File: src/hdl/rei_pkg.sv
// Shared types, codes and the clamp function for the rotary encoder core.
// No dependencies; every other file imports this package.
package rei_pkg;

    localparam int VALUE_W  = 8;
    localparam int TIME_W   = 32;
    localparam int MS_W     = 16;
    localparam int NEWV_W   = 16;
    localparam int FUNC_W   = 3;
    localparam int CFG_IDX_W = 2;
    localparam int CFG_DATA_W = 16;

    localparam logic [MS_W-1:0] OK_MS_RESET     = 16'd50;
    localparam logic [MS_W-1:0] CANCEL_MS_RESET = 16'd1000;

    typedef enum logic [FUNC_W-1:0] {
        FUNC_PIN         = 3'd0,
        FUNC_TICK        = 3'd1,
        FUNC_READ        = 3'd2,
        FUNC_POLL_OK     = 3'd3,
        FUNC_POLL_CANCEL = 3'd4,
        FUNC_SET         = 3'd5
    } func_t;

    typedef enum logic [CFG_IDX_W-1:0] {
        CFG_MIN_VALUE = 2'd0,
        CFG_MAX_VALUE = 2'd1,
        CFG_OK_MS     = 2'd2,
        CFG_CANCEL_MS = 2'd3
    } cfg_idx_t;

    typedef enum logic [3:0] {
        BTN_IDLE    = 4'b0001,
        BTN_CLICKED = 4'b0010,
        BTN_OK      = 4'b0100,
        BTN_CANCEL  = 4'b1000
    } btn_state_t;

    typedef struct packed {
        logic [VALUE_W-1:0] min_value;
        logic [VALUE_W-1:0] max_value;
        logic [MS_W-1:0]    ok_ms;
        logic [MS_W-1:0]    cancel_ms;
    } rei_cfg_t;

    typedef struct packed {
        logic [VALUE_W-1:0] count_value;
        logic               changed;
        logic [2:0]         last_pins;
        btn_state_t         btn_state;
        logic [TIME_W-1:0]  press_start;
        logic [TIME_W-1:0]  now_ms;
    } rei_state_t;

    typedef struct packed {
        logic [FUNC_W-1:0]        func;
        logic                     pin_a;
        logic                     pin_b;
        logic                     pin_enter;
        logic signed [NEWV_W-1:0] new_value;
    } rei_item_t;

    typedef struct packed {
        logic [VALUE_W-1:0] value;
        logic               changed;
        logic               ok_seen;
        logic               cancel_seen;
        logic               button_down;
    } rei_result_t;

    function automatic logic [VALUE_W-1:0] clamp_value(
        input logic signed [NEWV_W-1:0] v,
        input logic [VALUE_W-1:0]       lo,
        input logic [VALUE_W-1:0]       hi
    );
        logic signed [NEWV_W-1:0] t;
        logic signed [NEWV_W-1:0] lo_s;
        logic signed [NEWV_W-1:0] hi_s;
        lo_s = $signed({{(NEWV_W-VALUE_W){1'b0}}, lo});
        hi_s = $signed({{(NEWV_W-VALUE_W){1'b0}}, hi});
        t = v;
        if (t > hi_s) t = hi_s;
        if (t < lo_s) t = lo_s;
        return t[VALUE_W-1:0];
    endfunction

endpackage

File: src/hdl/rei_step.sv
// Next-state and result logic for one word of the rotary encoder core.
// Depends on rei_pkg.
module rei_step import rei_pkg::*; (
    input  rei_item_t   item,
    input  rei_state_t  st,
    input  rei_cfg_t    cfg,
    output rei_state_t  st_next,
    output rei_result_t res
);

    logic                rise_a;
    logic                enter_diff;
    logic [TIME_W-1:0]   cancel_ext;
    logic [TIME_W-1:0]   ok_ext;
    logic                rel_cancel;
    logic                rel_ok;
    logic [TIME_W-1:0]   threshold;
    logic                timeout;

    assign cancel_ext = {{(TIME_W-MS_W){1'b0}}, cfg.cancel_ms};
    assign ok_ext     = {{(TIME_W-MS_W){1'b0}}, cfg.ok_ms};
    assign rise_a     = !st.last_pins[0] && item.pin_a;
    assign enter_diff = st.last_pins[2] ^ item.pin_enter;
    assign rel_cancel = st.now_ms > (st.press_start + cancel_ext);
    assign rel_ok     = st.now_ms > (st.press_start + ok_ext);
    assign threshold  = (st.now_ms > cancel_ext) ? (st.now_ms - cancel_ext) : '0;
    assign timeout    = st.press_start < threshold;

    always_comb begin
        st_next         = st;
        res.ok_seen     = 1'b0;
        res.cancel_seen = 1'b0;
        case (item.func)
            FUNC_PIN: begin
                if (rise_a) begin
                    if (item.pin_b) begin
                        if (st.count_value > cfg.min_value)
                            st_next.count_value = st.count_value - 1'b1;
                    end else begin
                        if (st.count_value < cfg.max_value)
                            st_next.count_value = st.count_value + 1'b1;
                    end
                    st_next.changed = 1'b1;
                end
                if (enter_diff) begin
                    case (st.btn_state)
                        BTN_IDLE: begin
                            if (!item.pin_enter) begin
                                st_next.btn_state   = BTN_CLICKED;
                                st_next.press_start = st.now_ms;
                            end
                        end
                        BTN_CLICKED: begin
                            if (rel_cancel)
                                st_next.btn_state = BTN_CANCEL;
                            else if (rel_ok)
                                st_next.btn_state = BTN_OK;
                            else
                                st_next.btn_state = BTN_IDLE;
                        end
                        default: ;
                    endcase
                end
                st_next.last_pins = {item.pin_enter, item.pin_b, item.pin_a};
            end
            FUNC_TICK: st_next.now_ms = st.now_ms + 1'b1;
            FUNC_POLL_OK: begin
                if (st.btn_state == BTN_OK) begin
                    st_next.btn_state = BTN_IDLE;
                    res.ok_seen       = 1'b1;
                end
            end
            FUNC_POLL_CANCEL: begin
                if ((st.btn_state == BTN_CLICKED && timeout) ||
                    st.btn_state == BTN_CANCEL) begin
                    st_next.btn_state = BTN_IDLE;
                    res.cancel_seen   = 1'b1;
                end
            end
            FUNC_SET: begin
                st_next.count_value = clamp_value(item.new_value, cfg.min_value,
                                                  cfg.max_value);
            end
            default: ;
        endcase
        res.changed     = st_next.changed;
        res.value       = st_next.count_value;
        res.button_down = !st_next.last_pins[2];
        if (item.func == FUNC_READ) st_next.changed = 1'b0;
    end

endmodule

File: src/hdl/rotary_encoder_button_input_core.sv
// Top level of the rotary encoder and push button core: input register,
// state, configuration registers and result register. Depends on rei_pkg, rei_step.
//
//  channel | direction | handshake            | payload
//  s_      | in        | s_valid / s_ready    | func, pin_a, pin_b, pin_enter, new_value
//  m_      | out       | m_valid / m_ready    | value, changed, ok_seen, cancel_seen, button_down
//  cfg_    | in        | cfg_valid / cfg_ready| cfg_index, cfg_data
//
// One word per cycle unless the m_ side stalls; a word taken into the input register
// passes through the step logic and is registered in the result register.
// Synchronous active-low reset clears state and returns the config registers to defaults.
// A stalled m_ side holds the result; the input register keeps taking one more word.
// cfg_ready is always high.
module rotary_encoder_button_input_core import rei_pkg::*; (
    input  logic                     aclk,
    input  logic                     aresetn,
    input  logic                     s_valid,
    output logic                     s_ready,
    input  logic [FUNC_W-1:0]        s_func,
    input  logic                     s_pin_a,
    input  logic                     s_pin_b,
    input  logic                     s_pin_enter,
    input  logic signed [NEWV_W-1:0] s_new_value,
    output logic                     m_valid,
    input  logic                     m_ready,
    output logic [VALUE_W-1:0]       m_value,
    output logic                     m_changed,
    output logic                     m_ok_seen,
    output logic                     m_cancel_seen,
    output logic                     m_button_down,
    input  logic                     cfg_valid,
    output logic                     cfg_ready,
    input  logic [CFG_IDX_W-1:0]     cfg_index,
    input  logic [CFG_DATA_W-1:0]    cfg_data
);

    rei_item_t   item_reg;
    logic        in_valid_reg;
    rei_state_t  state_reg;
    rei_state_t  state_next;
    rei_state_t  step_state;
    rei_cfg_t    cfg_reg;
    rei_result_t step_res;
    rei_result_t result_reg;
    logic        out_valid_reg;
    logic        advance;
    logic        cfg_write;

    assign advance   = !out_valid_reg || m_ready;
    assign s_ready   = !in_valid_reg || advance;
    assign cfg_ready = 1'b1;
    assign cfg_write = cfg_valid && cfg_ready;

    rei_step u_step (
        .item    (item_reg),
        .st      (state_reg),
        .cfg     (cfg_reg),
        .st_next (step_state),
        .res     (step_res)
    );

    always_comb begin
        state_next = state_reg;
        if (in_valid_reg && advance) begin
            state_next = step_state;
        end else if (cfg_write &&
                     (cfg_index == CFG_MIN_VALUE || cfg_index == CFG_MAX_VALUE)) begin
            state_next.changed = 1'b0;
            if (cfg_index == CFG_MIN_VALUE)
                state_next.count_value = clamp_value(
                    $signed({{(NEWV_W-VALUE_W){1'b0}}, state_reg.count_value}),
                    cfg_data[VALUE_W-1:0], cfg_reg.max_value);
            else
                state_next.count_value = clamp_value(
                    $signed({{(NEWV_W-VALUE_W){1'b0}}, state_reg.count_value}),
                    cfg_reg.min_value, cfg_data[VALUE_W-1:0]);
        end
    end

    always_ff @(posedge aclk) begin
        if (!aresetn) begin
            state_reg.count_value <= '0;
            state_reg.changed     <= 1'b0;
            state_reg.last_pins   <= '0;
            state_reg.btn_state   <= BTN_IDLE;
            state_reg.press_start <= '0;
            state_reg.now_ms      <= '0;
        end else begin
            state_reg <= state_next;
        end
    end

    always_ff @(posedge aclk) begin
        if (!aresetn) begin
            cfg_reg.min_value <= '0;
            cfg_reg.max_value <= '0;
            cfg_reg.ok_ms     <= OK_MS_RESET;
            cfg_reg.cancel_ms <= CANCEL_MS_RESET;
        end else if (cfg_write) begin
            case (cfg_index)
                CFG_MIN_VALUE:    cfg_reg.min_value <= cfg_data[VALUE_W-1:0];
                CFG_MAX_VALUE:    cfg_reg.max_value <= cfg_data[VALUE_W-1:0];
                CFG_OK_MS:        cfg_reg.ok_ms     <= cfg_data[MS_W-1:0];
                CFG_CANCEL_MS:    cfg_reg.cancel_ms <= cfg_data[MS_W-1:0];
                default: ;
            endcase
        end
    end

    always_ff @(posedge aclk) begin
        if (!aresetn) begin
            in_valid_reg  <= 1'b0;
            out_valid_reg <= 1'b0;
        end else begin
            if (s_ready) in_valid_reg <= s_valid;
            if (advance) out_valid_reg <= in_valid_reg;
        end
    end

    always_ff @(posedge aclk) begin
        if (s_valid && s_ready) begin
            item_reg.func      <= s_func;
            item_reg.pin_a     <= s_pin_a;
            item_reg.pin_b     <= s_pin_b;
            item_reg.pin_enter <= s_pin_enter;
            item_reg.new_value <= s_new_value;
        end
        if (in_valid_reg && advance) result_reg <= step_res;
    end

    assign m_valid       = out_valid_reg;
    assign m_value       = result_reg.value;
    assign m_changed     = result_reg.changed;
    assign m_ok_seen     = result_reg.ok_seen;
    assign m_cancel_seen = result_reg.cancel_seen;
    assign m_button_down = result_reg.button_down;

endmodule

File: config.mk
export PLATFORM = sky130hd
export DESIGN_NAME = rotary_encoder_button_input_core
export DESIGN_NICKNAME = d
export VERILOG_FILES = /design/src/hdl/rei_pkg.sv /design/src/hdl/rei_step.sv /design/src/hdl/rotary_encoder_button_input_core.sv
export SDC_FILE = /design/constraint.sdc
export NUM_CORES = 1
export LEC_CHECK = 0
export ABC_AREA = 0
export BUFFER_PORTS_ARGS = -buffer_cell sky130_fd_sc_hd__buf_2
export CELL_PAD_IN_SITES_DETAIL_PLACEMENT = 0
export CELL_PAD_IN_SITES_GLOBAL_PLACEMENT = 1
export CORE_ASPECT_RATIO = 1.25
export CORE_MARGIN = 4
export CORE_UTILIZATION = 52
export DETAILED_ROUTE_END_ITERATION = 12
export PLACE_DENSITY = 0.95
export SYNTH_ARGS = -nofsm -noshare
export SYNTH_HDL_FRONTEND = slang
export SYNTH_SLANG_ARGS = --single-unit
File: constraint.sdc
create_clock -name aclk -period 11.8 [get_ports aclk]
set_input_delay 2.95 -clock aclk [delete_from_list [all_inputs] [get_ports aclk]]
set_output_delay 2.95 -clock aclk [all_outputs]
set_load 0.02 [all_outputs]
======== Word level (Yosys, flattened, before mapping) ========
Index checks and enable logic that the tools add are counted.
word-level totals
  logic and storage cells ................. 120
  bits in registers ....................... 164
  input bits .............................. 45
  output and inout bits ................... 15
operators by class
  mux-type cells .......................... 35
  reduce and logical (&&, ||, !) cells .... 25
  $add $sub $neg .......................... 6
  bitwise gates (word level) .............. 2
  equality and inequality tests ........... 17
  $lt $le $gt $ge ......................... 12
operator list
  cell                                                                    number
  16-bit two-way mux                                                      8
  36-bit two-way mux                                                      2
  8-bit two-way mux                                                       9
  32-bit by 16-bit adder with 32-bit output                               2
  32-bit greater-than comparator                                          2
  32-bit two-way mux                                                      2
  16-bit by 9-bit less-than comparator with 1-bit output                  3
  32-bit by 1-bit adder with 32-bit output (second input constant)        1
  32-bit by 16-bit greater-than comparator with 1-bit output              1
  32-bit less-than comparator                                             1
  32-bit by 16-bit subtractor with 32-bit output                          1
  9-bit two-way mux                                                       3
  8-bit greater-than comparator                                           3
  16-bit by 9-bit greater-than comparator with 1-bit output               1
  4-bit two-way mux                                                       4
  8-bit case mux with 2 select lines                                      1
  4-bit case mux with 3 select lines                                      1
  2-bit AND reduction                                                     6
  8-bit by 1-bit adder with 8-bit output (second input constant)          1
  8-bit less-than comparator                                              1
  4-bit case mux with 2 select lines                                      1
  8-bit by 1-bit subtractor with 8-bit output (second input constant)     1
  7-bit AND reduction                                                     1
  3-bit by 2-bit equality test with 1-bit output (second input constant)  2
  other kinds (23)                                                        39

======== Logic depth before layout (Yosys ltp) ========
Gate-level depths: netlist of the first run.
  depth in word-level cells ............... 10
  depth in mapped cells ................... 23
  depth with buffers taken out ............ 23

======== Hierarchy ========
A second synthesis of the first run with hierarchy kept.
second synthesis, totals
  cells, all modules ...................... 1,858
  area, all modules ....................... 15,084.5 um^2
by module, submodules not included
  module                            instances  area each (um^2)  cells each  sequential area each (um^2)
  rei_step                          1          7,857.5           1,078       0.0
  rotary_encoder_button_input_core  1          7,226.9           780         3,623.5

======== Worst setup path after synthesis of the first run ========
OpenSTA, ideal clock, no wires.
  path type ............................... input to register
  start point ............................. input cfg_data[1]
  end point ............................... register state_reg[75] in the netlist's numbering
  library setup time ...................... 0.122 ns
  stages on the path ...................... 17
  setup slack ............................. 5.426 ns
  path buffers ............................ 1
  required time ........................... 11.678 ns
  arrival time ............................ 6.252 ns
  path through ............................ inv_1 > ha_1 > nor2b_1 > o211ai_1 > a21oi_1 > o22ai_1 > clkbuf_1 > nand2_1 > o21ai_0 > ha_1 > a21o_1 > a21oi_1 > nor3b_1 > o211ai_2 > nand2_1 > mux2_2 > a221o_1
between the ends
  word-level cells in the longest chain between the ends .. 10
  elaborated cells between the ends (all ways) .. 12
  those cells by class .................... 3 x order compare; 9 x mux
ends and longest elaborated chain
  element                                                 RTL line                                source
  start, declared                                         rotary_encoder_button_input_core.sv:34  input logic [CFG_DATA_W-1:0] cfg_data
  8-bit greater-than comparator                           rei_pkg.sv:82                           if (t > hi_s) t = hi_s;
  8-bit two-way mux                                       rei_pkg.sv:82
  16-bit two-way mux                                      rotary_encoder_button_input_core.sv:69  if (cfg_index == CFG_MIN_VALUE)
  16-bit two-way mux                                      rotary_encoder_button_input_core.sv:66  end else if (cfg_write &&
  16-bit two-way mux                                      rotary_encoder_button_input_core.sv:64  if (in_valid_reg && advance) begin
  16-bit by 9-bit less-than comparator with 1-bit output  rei_pkg.sv:83                           if (t < lo_s) t = lo_s;
  8-bit two-way mux                                       rei_pkg.sv:83
  8-bit two-way mux (*)                                   rotary_encoder_button_input_core.sv:69
  9-bit two-way mux (*)                                   rotary_encoder_button_input_core.sv:66
  9-bit two-way mux (*)                                   rotary_encoder_button_input_core.sv:64
  end signal, assigned                                    rotary_encoder_button_input_core.sv:89  state_reg <= state_next;
  end, declared                                           rotary_encoder_button_input_core.sv:39  rei_state_t state_reg;
Every way passes the cells marked *; elsewhere a longest branch is shown, timed or not. The select of a mux whose other input is x is not followed.
A chain may end at the register's enable or synchronous reset.

======== Worst setup path after layout of the first run ========
Same ends and word-level chain as after synthesis.

==> results of run 1 <==
[worst register-to-register path, cell delays in order, from the launching register on]
cell and delay, ps:
dfxtp_1 350, inv_1 130, ha_1 160, inv_1 60, fa_1 410, a21o_1 200
a21o_1 180, a221oi_1 600, o21ai_0 300, a211oi_1 290, o21ai_0 370, or2_2 430
xnor2_1 130, nand2_1 70, ha_1 180, a21o_1 150, a21o_1 170, a21oi_1 180
nor2_1 50, a2111oi_0 450, a2bb2oi_1 200, o31ai_1 130, a22oi_1 300, o32ai_1 150
[worst min path at each step]
stage | end | depth (start not counted) | slack [ps] | start
floorplan | state_reg[68] | 2 | 430 | state_reg[68]
global placement | state_reg[68] | 2 | 440 | state_reg[68]
detailed placement | cfg_reg[35] | 2 | 450 | cfg_reg[35]
CTS | cfg_reg[35] | 2 | 460 | cfg_reg[35]
global route | cfg_reg[23] | 2 | 480 | cfg_reg[23]
finish | cfg_reg[35] | 2 | 460 | cfg_reg[35]
[layout by cell type (no fill, tap or decap), drive strengths merged, types with 52 or more instances in the layout]
cell and instances:
nor2 114, ha 199, buf 69, xor2 54, o21ai 115, nand3 52, a21oi 173, nand2 263
dfxtp 129, inv 81
[routing by layer]
layer / track usage / routed length [um] / vias up
li1: - / - / 6298
met1: 0.314 / 16300 / 6001
met2: 0.500 / 20200 / 350
met3: 0.0318 / 1640 / 115
met4: 0.150 / 2330 / 0
met5: 0 / 0 / -
[area by class of cell]
cell class	count	area share
clock buffers	19	0.0301
clock inverters	13	0.0100
inverters	76	0.0193
multi-input cells	1424	0.643
well taps	340	0.0287
repair buffers	69	0.0252
flip-flops and latches	163	0.243
[cells by family after synthesis]
group	after synthesis
adder cells (fa/ha/maj)	202
XOR/XNOR	102
other	1
AND/OR/NAND/NOR	632
flip-flops	163
multiplexers	24
buffers and inverters	141
AO/OA/AOI/OAI	463
[power by group]
part | switching [uW] | total [uW] | internal [uW]
Clock | 258 | 581 | 323
Combinational | 139 | 218 | 79.0
Sequential | 15.7 | 601 | 585
Total | 412 | 1400 | 987
[stage by stage]
stage	hold WS, ps	cells	util	total power [uW]	worst slack (ps)
2_1_floorplan	431	1728	-	764	5430
3_3_place_gp	442	2072	0.547	822	4650
3_5_place_dp	448	2072	0.547	827	4520
4_1_cts	457	2104	0.570	1400	4980
5_1_grt	478	2104	0.570	1460	4580
6_report	457	2104	0.570	1400	4940
==> metrics.md, run 1 <==
| Metric | Value |
|---|---|
| First-pass GRT wire length | `64500 um` |
| Crit path launch type | `input port` |
| CP required | `12140 ps` |
| CP Capture Type | `flop` |
| Worst VDD drop | `69.9 uV` |
| Largest net degree at the start of global routing | `58` |
| Flop-to-flop setup slack | `about 6000 ps` |
| Setup bufs post-CTS | `0` |
| Post-synth EDFFs | `34` |
| Diode count | `0` |
| Final period util | `0.581` |
| Worst-Skew Late Latency | `450 ps` |
| Number of CTS-inserted buffers | `17` |
| Fraction of synthesized area in multiplexers | `0.0181` |
| Core area | `26000 um2` |
| Share of cells above drive strength 1 | `0.0709` |
| Gates resized, CTS repair | `0` |
| Critical R2R Launch | `state_reg[0]` |
| Hold-fix buffers at CTS | `0` |
| Post-Syn Instances | `approximately 1700` |
| Initial antenna violation count | `0` |
| Synth Area in Compound Gates | `0.209` |
| Die H | `between 150 and 200 um` |
| Starting Density | `0.526` |
| DR vias | `approximately 13000` |
| Final Hold Fails | `0` |
| Placer Congestion | `just under 1` |
| Slew headroom | `0.258` |
| CTS sink count | `between 150 and 200` |
| Rows | `66` |
| Fmax | `146 MHz` |
| Design Area, Final | `14800 um2` |
| Placed cell areas | `14200 um2` |
| Drt drc | `0` |
| Mapped Nets | `between 1500 and 2000` |
| Worst Path Buf+Inv | `2` |
| Fin Setup TNS | `0 ps` |
| I/O Pins | `60` |
| WP depth | `16` |
| Worst setup path end | `state_reg[75]` |
| Sequential share of the synthesized area | `0.263` |
| ANT nets after route | `0` |
| Area taken by multi-input logic gates | `between 9000 and 10000 um2` |
| Number of global-route vias before repair | `12200` |
| Net total in the final layout | `1998` |
| Largest family of logic cells by synthesized area | `simple AND/OR/NAND/NOR gates` |
| Synth cell types | `77` |
| # setup viols final | `0` |
| Syn_area_per_cell | `7.92 um2` |
| CTS H-tree depth | `4` |
| Top cell type's share of synthesized area | `0.189` |
| Final HPWL DP | `31400 um` |
| Power per Cell Area | `94.4 nW/um2` |
| Worst hold path class | `flop to flop` |
| Number of flip-flops in the largest register | `79` |
| DRT Pass-1 Iters | `7` |
| Flops & latches, synth | `163` |
| Xor/xnor share of the synthesized area | `0.0653` |
| Drt total wl | `~40000 um` |
| Clock-pin slew on the worst setup and hold paths | `70 ps` |
| Total gr overflow | `0` |
| Kind of critical path | `input port to flop` |
| WL per Instance | `19.2 um` |
| Gr usage total | `0.275` |
| Post-synthesis simple-gate area fraction | `0.217` |
| CP top delay family | `compound AO/OA/AOI/OAI gates` |
| Async SR Flop Fraction | `0` |
| CTS max path bufs | `2` |
| R2r endpoint | `state_reg[66]` |
| Critical-path top delay cell | `o22ai_1` |
| Root Buffer Master | `clkbuf_16` |
| RSZ-0062 raised after global routing | `no` |
| Max-Cap Viols | `0` |
| Synth Flop Type | `dfxtp_1` |
| Fillcell total | `approximately 2500` |
| Synth-to-Final Area Change | `8.32%` |
| Ys Warns | `0` |
| Area leader, netlist | `dfxtp_1` |
| Crit-path cells | `buf_2 -> inv_1 -> ha_1 -> nor2b_1 -> o211ai_1 -> a21oi_1 -> o22ai_1 -> o21ai_0 -> ha_1 -> a21o_1 -> a21oi_1 -> nor3b_1 -> o211ai_2 -> nand2_1 -> mux2_2 -> a221o_1` |
| Final Max Tran Viols | `0` |
| Worst-Margin Slew | `1110 ps` |
| Outcome | `finished clean` |
| Via/cell ratio | `6.07` |
| Worst path max stage delay | `830 ps` |
| Adder-Cell Fraction of Synth Area | `0.186` |
| Input/output buffers | `58` |
| Top-count cell post-synth | `nand2_1` |
| DIE AREA | `29000 um2` |
| Fin crit period | `6860 ps` |
| Seq. cell area | `3600 um2` |
| Leak | `0.00626 uW` |
| Largest cells by area after synthesis | `dfxtp_1 (19%), ha_1 (18%), edfxtp_1 (7.5%), nand2_1 (7.2%), a21oi_1 (6.3%)` |
| Die width | `153 um` |
| Register-to-Register Path Depth | `23` |
| Commonest cells post-synth | `nand2_1 (262), ha_1 (199), a21oi_1 (173)` |
| Mapped Area | `~14000 um2` |
| Clock skew | `between 10 and 15 ps` |
| Initial DRC count | `841` |
| CTS tree | `built` |
| Crit path launch | `cfg_data[1]` |
| Largest fanout on the critical path | `16` |
| Worst Path Arrival | `between 7000 and 8000 ps` |
Note: power is estimated with default switching activity, not from simulation.
==> run 2, diff against run 1 <==
--- a/config.mk
+++ b/config.mk
@@ -11,9 +11,9 @@
 export CELL_PAD_IN_SITES_GLOBAL_PLACEMENT = 1
 export CORE_ASPECT_RATIO = 1.25
 export CORE_MARGIN = 4
-export CORE_UTILIZATION = 52
+export CORE_UTILIZATION = 43
 export DETAILED_ROUTE_END_ITERATION = 12
-export PLACE_DENSITY = 0.95
+export PLACE_DENSITY = 0.89
 export SYNTH_ARGS = -nofsm -noshare
 export SYNTH_HDL_FRONTEND = slang
 export SYNTH_SLANG_ARGS = --single-unit
==> constraint.sdc (replaced) <==
create_clock -name aclk -period 6 [get_ports aclk]
set_input_delay 1.5 -clock aclk [delete_from_list [all_inputs] [get_ports aclk]]
set_output_delay 1.5 -clock aclk [all_outputs]
set_load 0.02 [all_outputs]
==> metrics.md, run 2 (synthesis gave the netlist of run 1 again) <==
| Metric | Value |
|---|---|
| Outcome | `finished clean` |
| Final period util | `0.922` |
| Synth-to-Final Area Change | `9.30%` |
| Net total in the final layout | `2010 (+0.60%)` |
| Largest net degree at the start of global routing | `58 (unchanged)` |
| Worst Path Arrival | `5840 ps (-1350 ps)` |
| Design Area, Final | `15000 um2 (+0.90%)` |
| Total gr overflow | `0 (unchanged)` |
| Max-Cap Viols | `0 (unchanged)` |
| Setup bufs post-CTS | `0 (unchanged)` |
| Initial DRC count | `770 (-8.4%)` |
| CP required | `6310 ps (-5830 ps)` |
| Worst hold path class | `flop to flop` |
| Crit path launch | `state_reg[0]` |
| Number of global-route vias before repair | `12300 (+0.41%)` |
| Starting Density | `0.439 (-0.0870)` |
| Commonest cells after routing, fill and taps aside | `nand2_1 (262), ha_1 (199), a21oi_1 (173)` |
| WL per Instance | `18.3 um (-4.5%)` |
| ANT nets after route | `0 (unchanged)` |
| Commonest non-fill, non-tap cell in the layout | `nand2_1` |
| CTS sink count | `163 (unchanged)` |
| Root Buffer Master | `clkbuf_16` |
| Gr usage total | `0.228 (-0.0476)` |
| DRT Pass-1 Iters | `5 (-2)` |
| Clock skew | `17.0 ps (+5.01 ps)` |
| Input/output buffers | `58 (unchanged)` |
| Number of flip-flops in the largest register | `79 (unchanged)` |
| Number of CTS-inserted buffers | `17 (unchanged)` |
| Final HPWL DP | `30900 um (-1.6%)` |
| Placed cells | `2151 (+3.8%)` |
| CP Capture Type | `flop` |
| Layout Cells excl Fill | `2183 (+3.8%)` |
| Clock-pin slew on the worst setup and hold paths | `70 ps (about the same)` |
| Initial antenna violation count | `0 (unchanged)` |
| Power consumption | `2690 uW (+92%)` |
| CP top delay family | `compound AO/OA/AOI/OAI gates` |
| Worst-Margin Slew | `1070 ps (-36.7 ps)` |
| Via/cell ratio | `5.83 (-3.9%)` |
| Hold-fix buffers at CTS | `0 (unchanged)` |
| Placer Congestion | `0.913 (-6.3%)` |
| Worst Path Buf+Inv | `2 (unchanged)` |
| Fmax | `181 MHz` |
| R2r endpoint | `state_reg[66]` |
| Core area | `31200 um2 (+20%)` |
| Critical-path top delay cell | `a221oi_1` |
| Final Hold Fails | `0 (unchanged)` |
| Beginning of the worst hold path | `cfg_reg[37]` |
| CTS max path bufs | `2 (unchanged)` |
| Die width | `168 um (+9.4%)` |
| I/O Pins | `60 (unchanged)` |
| Diode count | `0 (unchanged)` |
| CTS H-tree depth | `4 (unchanged)` |
| Register-to-Register Path Depth | `23 (unchanged)` |
| First-pass GRT wire length | `64900 um (+0.58%)` |
| Drt total wl | `40000 um (-0.89%)` |
| DIE AREA | `34800 um2 (+20%)` |
| Flop-to-flop setup slack | `470 ps (-5560 ps)` |
| Placed cell areas | `14400 um2 (+1.2%)` |
| Worst path max stage delay | `600 ps (-230 ps)` |
| Fin crit period | `5530 ps` |
| CTS tree | `built` |
| Share of cells above drive strength 1 | `0.0766 (+0.00571)` |
| Most Frequent Cell on Critical Path | `a21o_1` |
| Crit-path cells | `inv_1 -> ha_1 -> inv_1 -> fa_1 -> a21o_1 -> a21o_1 -> a221oi_1 -> o21ai_0 -> a211oi_1 -> o21ai_0 -> or2_2 -> xnor2_1 -> nand2_1 -> ha_1 -> a21o_1 -> a21o_1 -> a21oi_1 -> nor2_1 -> a2111oi_0 -> a2bb2oi_1 -> o31ai_1 -> a22oi_1 -> o32ai_1` |
| # setup viols final | `0 (unchanged)` |
| Final Max Tran Viols | `0 (unchanged)` |
| Slew headroom | `0.283 (+0.0253)` |
| Gates resized, CTS repair | `0 (unchanged)` |
| DR vias | `12700 (-0.26%)` |
| Rows | `72 (+9.1%)` |
| Kind of critical path | `flop to flop` |
| Largest fanout on the critical path | `6 (-10)` |
| Worst VDD drop | `131 uV (+88%)` |
| Power per Cell Area | `180 nW/um2 (+91%)` |
| RSZ-0062 raised after global routing | `no` |
| Leak | `0.00631 uW (+0.69%)` |
| Fin Setup TNS | `0 ps (unchanged)` |
| Crit path launch type | `flop` |
| Critical R2R Launch | `state_reg[0]` |
| Hold path depth | `2 (unchanged)` |
| Die H | `207 um (+9.5%)` |
| Drt drc | `0 (unchanged)` |
| Worst-Skew Late Latency | `450 ps (about the same)` |
| Min-Delay Endpoint | `cfg_reg[37]` |
-- run 2: cell count changes in the layout (fill, tap and decap cells not counted), sizes merged --
cell and delta:
inv +1, clkinv +2, buf +12, clkinvlp -2, bufinv -1
-- run 2: final cells by class --
class / instances / area (um2)
fillers: 3168 / 16200
multi-input cells: 1424 / 9540
flip-flops and latches: 163 / 3600
well taps: 407 / 509
repair buffers: 81 / 463
clock buffers: 19 / 433
inverters: 76 / 287
clock inverters: 13 / 123
-- run 2: worst max-delay path by stage --
stage               depth (start not counted)             to  slack [ps]
finish                                     23  state_reg[66]         470
CTS                                        23  state_reg[66]         550
floorplan                                  17  state_reg[75]        1080
detailed placement                         23  state_reg[66]         570
global route                               23  state_reg[66]          90
global placement                           23  state_reg[66]         790
-- run 2: through the flow --
stage	hold WS [ps]	setup WS, ps	util
2_1_floorplan	431	1080	-
3_5_place_dp	448	568	0.462
5_1_grt	471	85.5	0.480
6_report	455	470	0.480
3_3_place_gp	441	789	0.462
4_1_cts	457	553	0.480
-- run 2: per-layer routing --
| metal | GRT usage | vias up | wire length (um) |
|---|---|---|---|
| met5 | 0 | - | 0 |
| met4 | 0.0904 | 0 | 1310 |
| met3 | 0.0400 | 85 | 2240 |
| met2 | 0.388 | 352 | 19400 |
| met1 | 0.285 | 5991 | 17100 |
| li1 | - | 6303 | - |
-- run 2: power by group --
group          leakage [uW]  switching [uW]  internal [uW]  total, uW
clock              0.000279             510            580       1090
combinational       0.00466             264            156        421
sequential          0.00137            32.5           1150       1180
total               0.00631             807           1890       2690
-- run 2: worst register-to-register path, delay by kind of cell (launching register included) --
family / cells / cell delay, ps
AOI/OAI and AO/OA: 14 / 3460
xor gates and xnor gates: 1 / 130
adders and majority gates: 3 / 750
buffers and inverters: 2 / 190
DFF: 1 / 350
and+or+nand+nor: 3 / 510
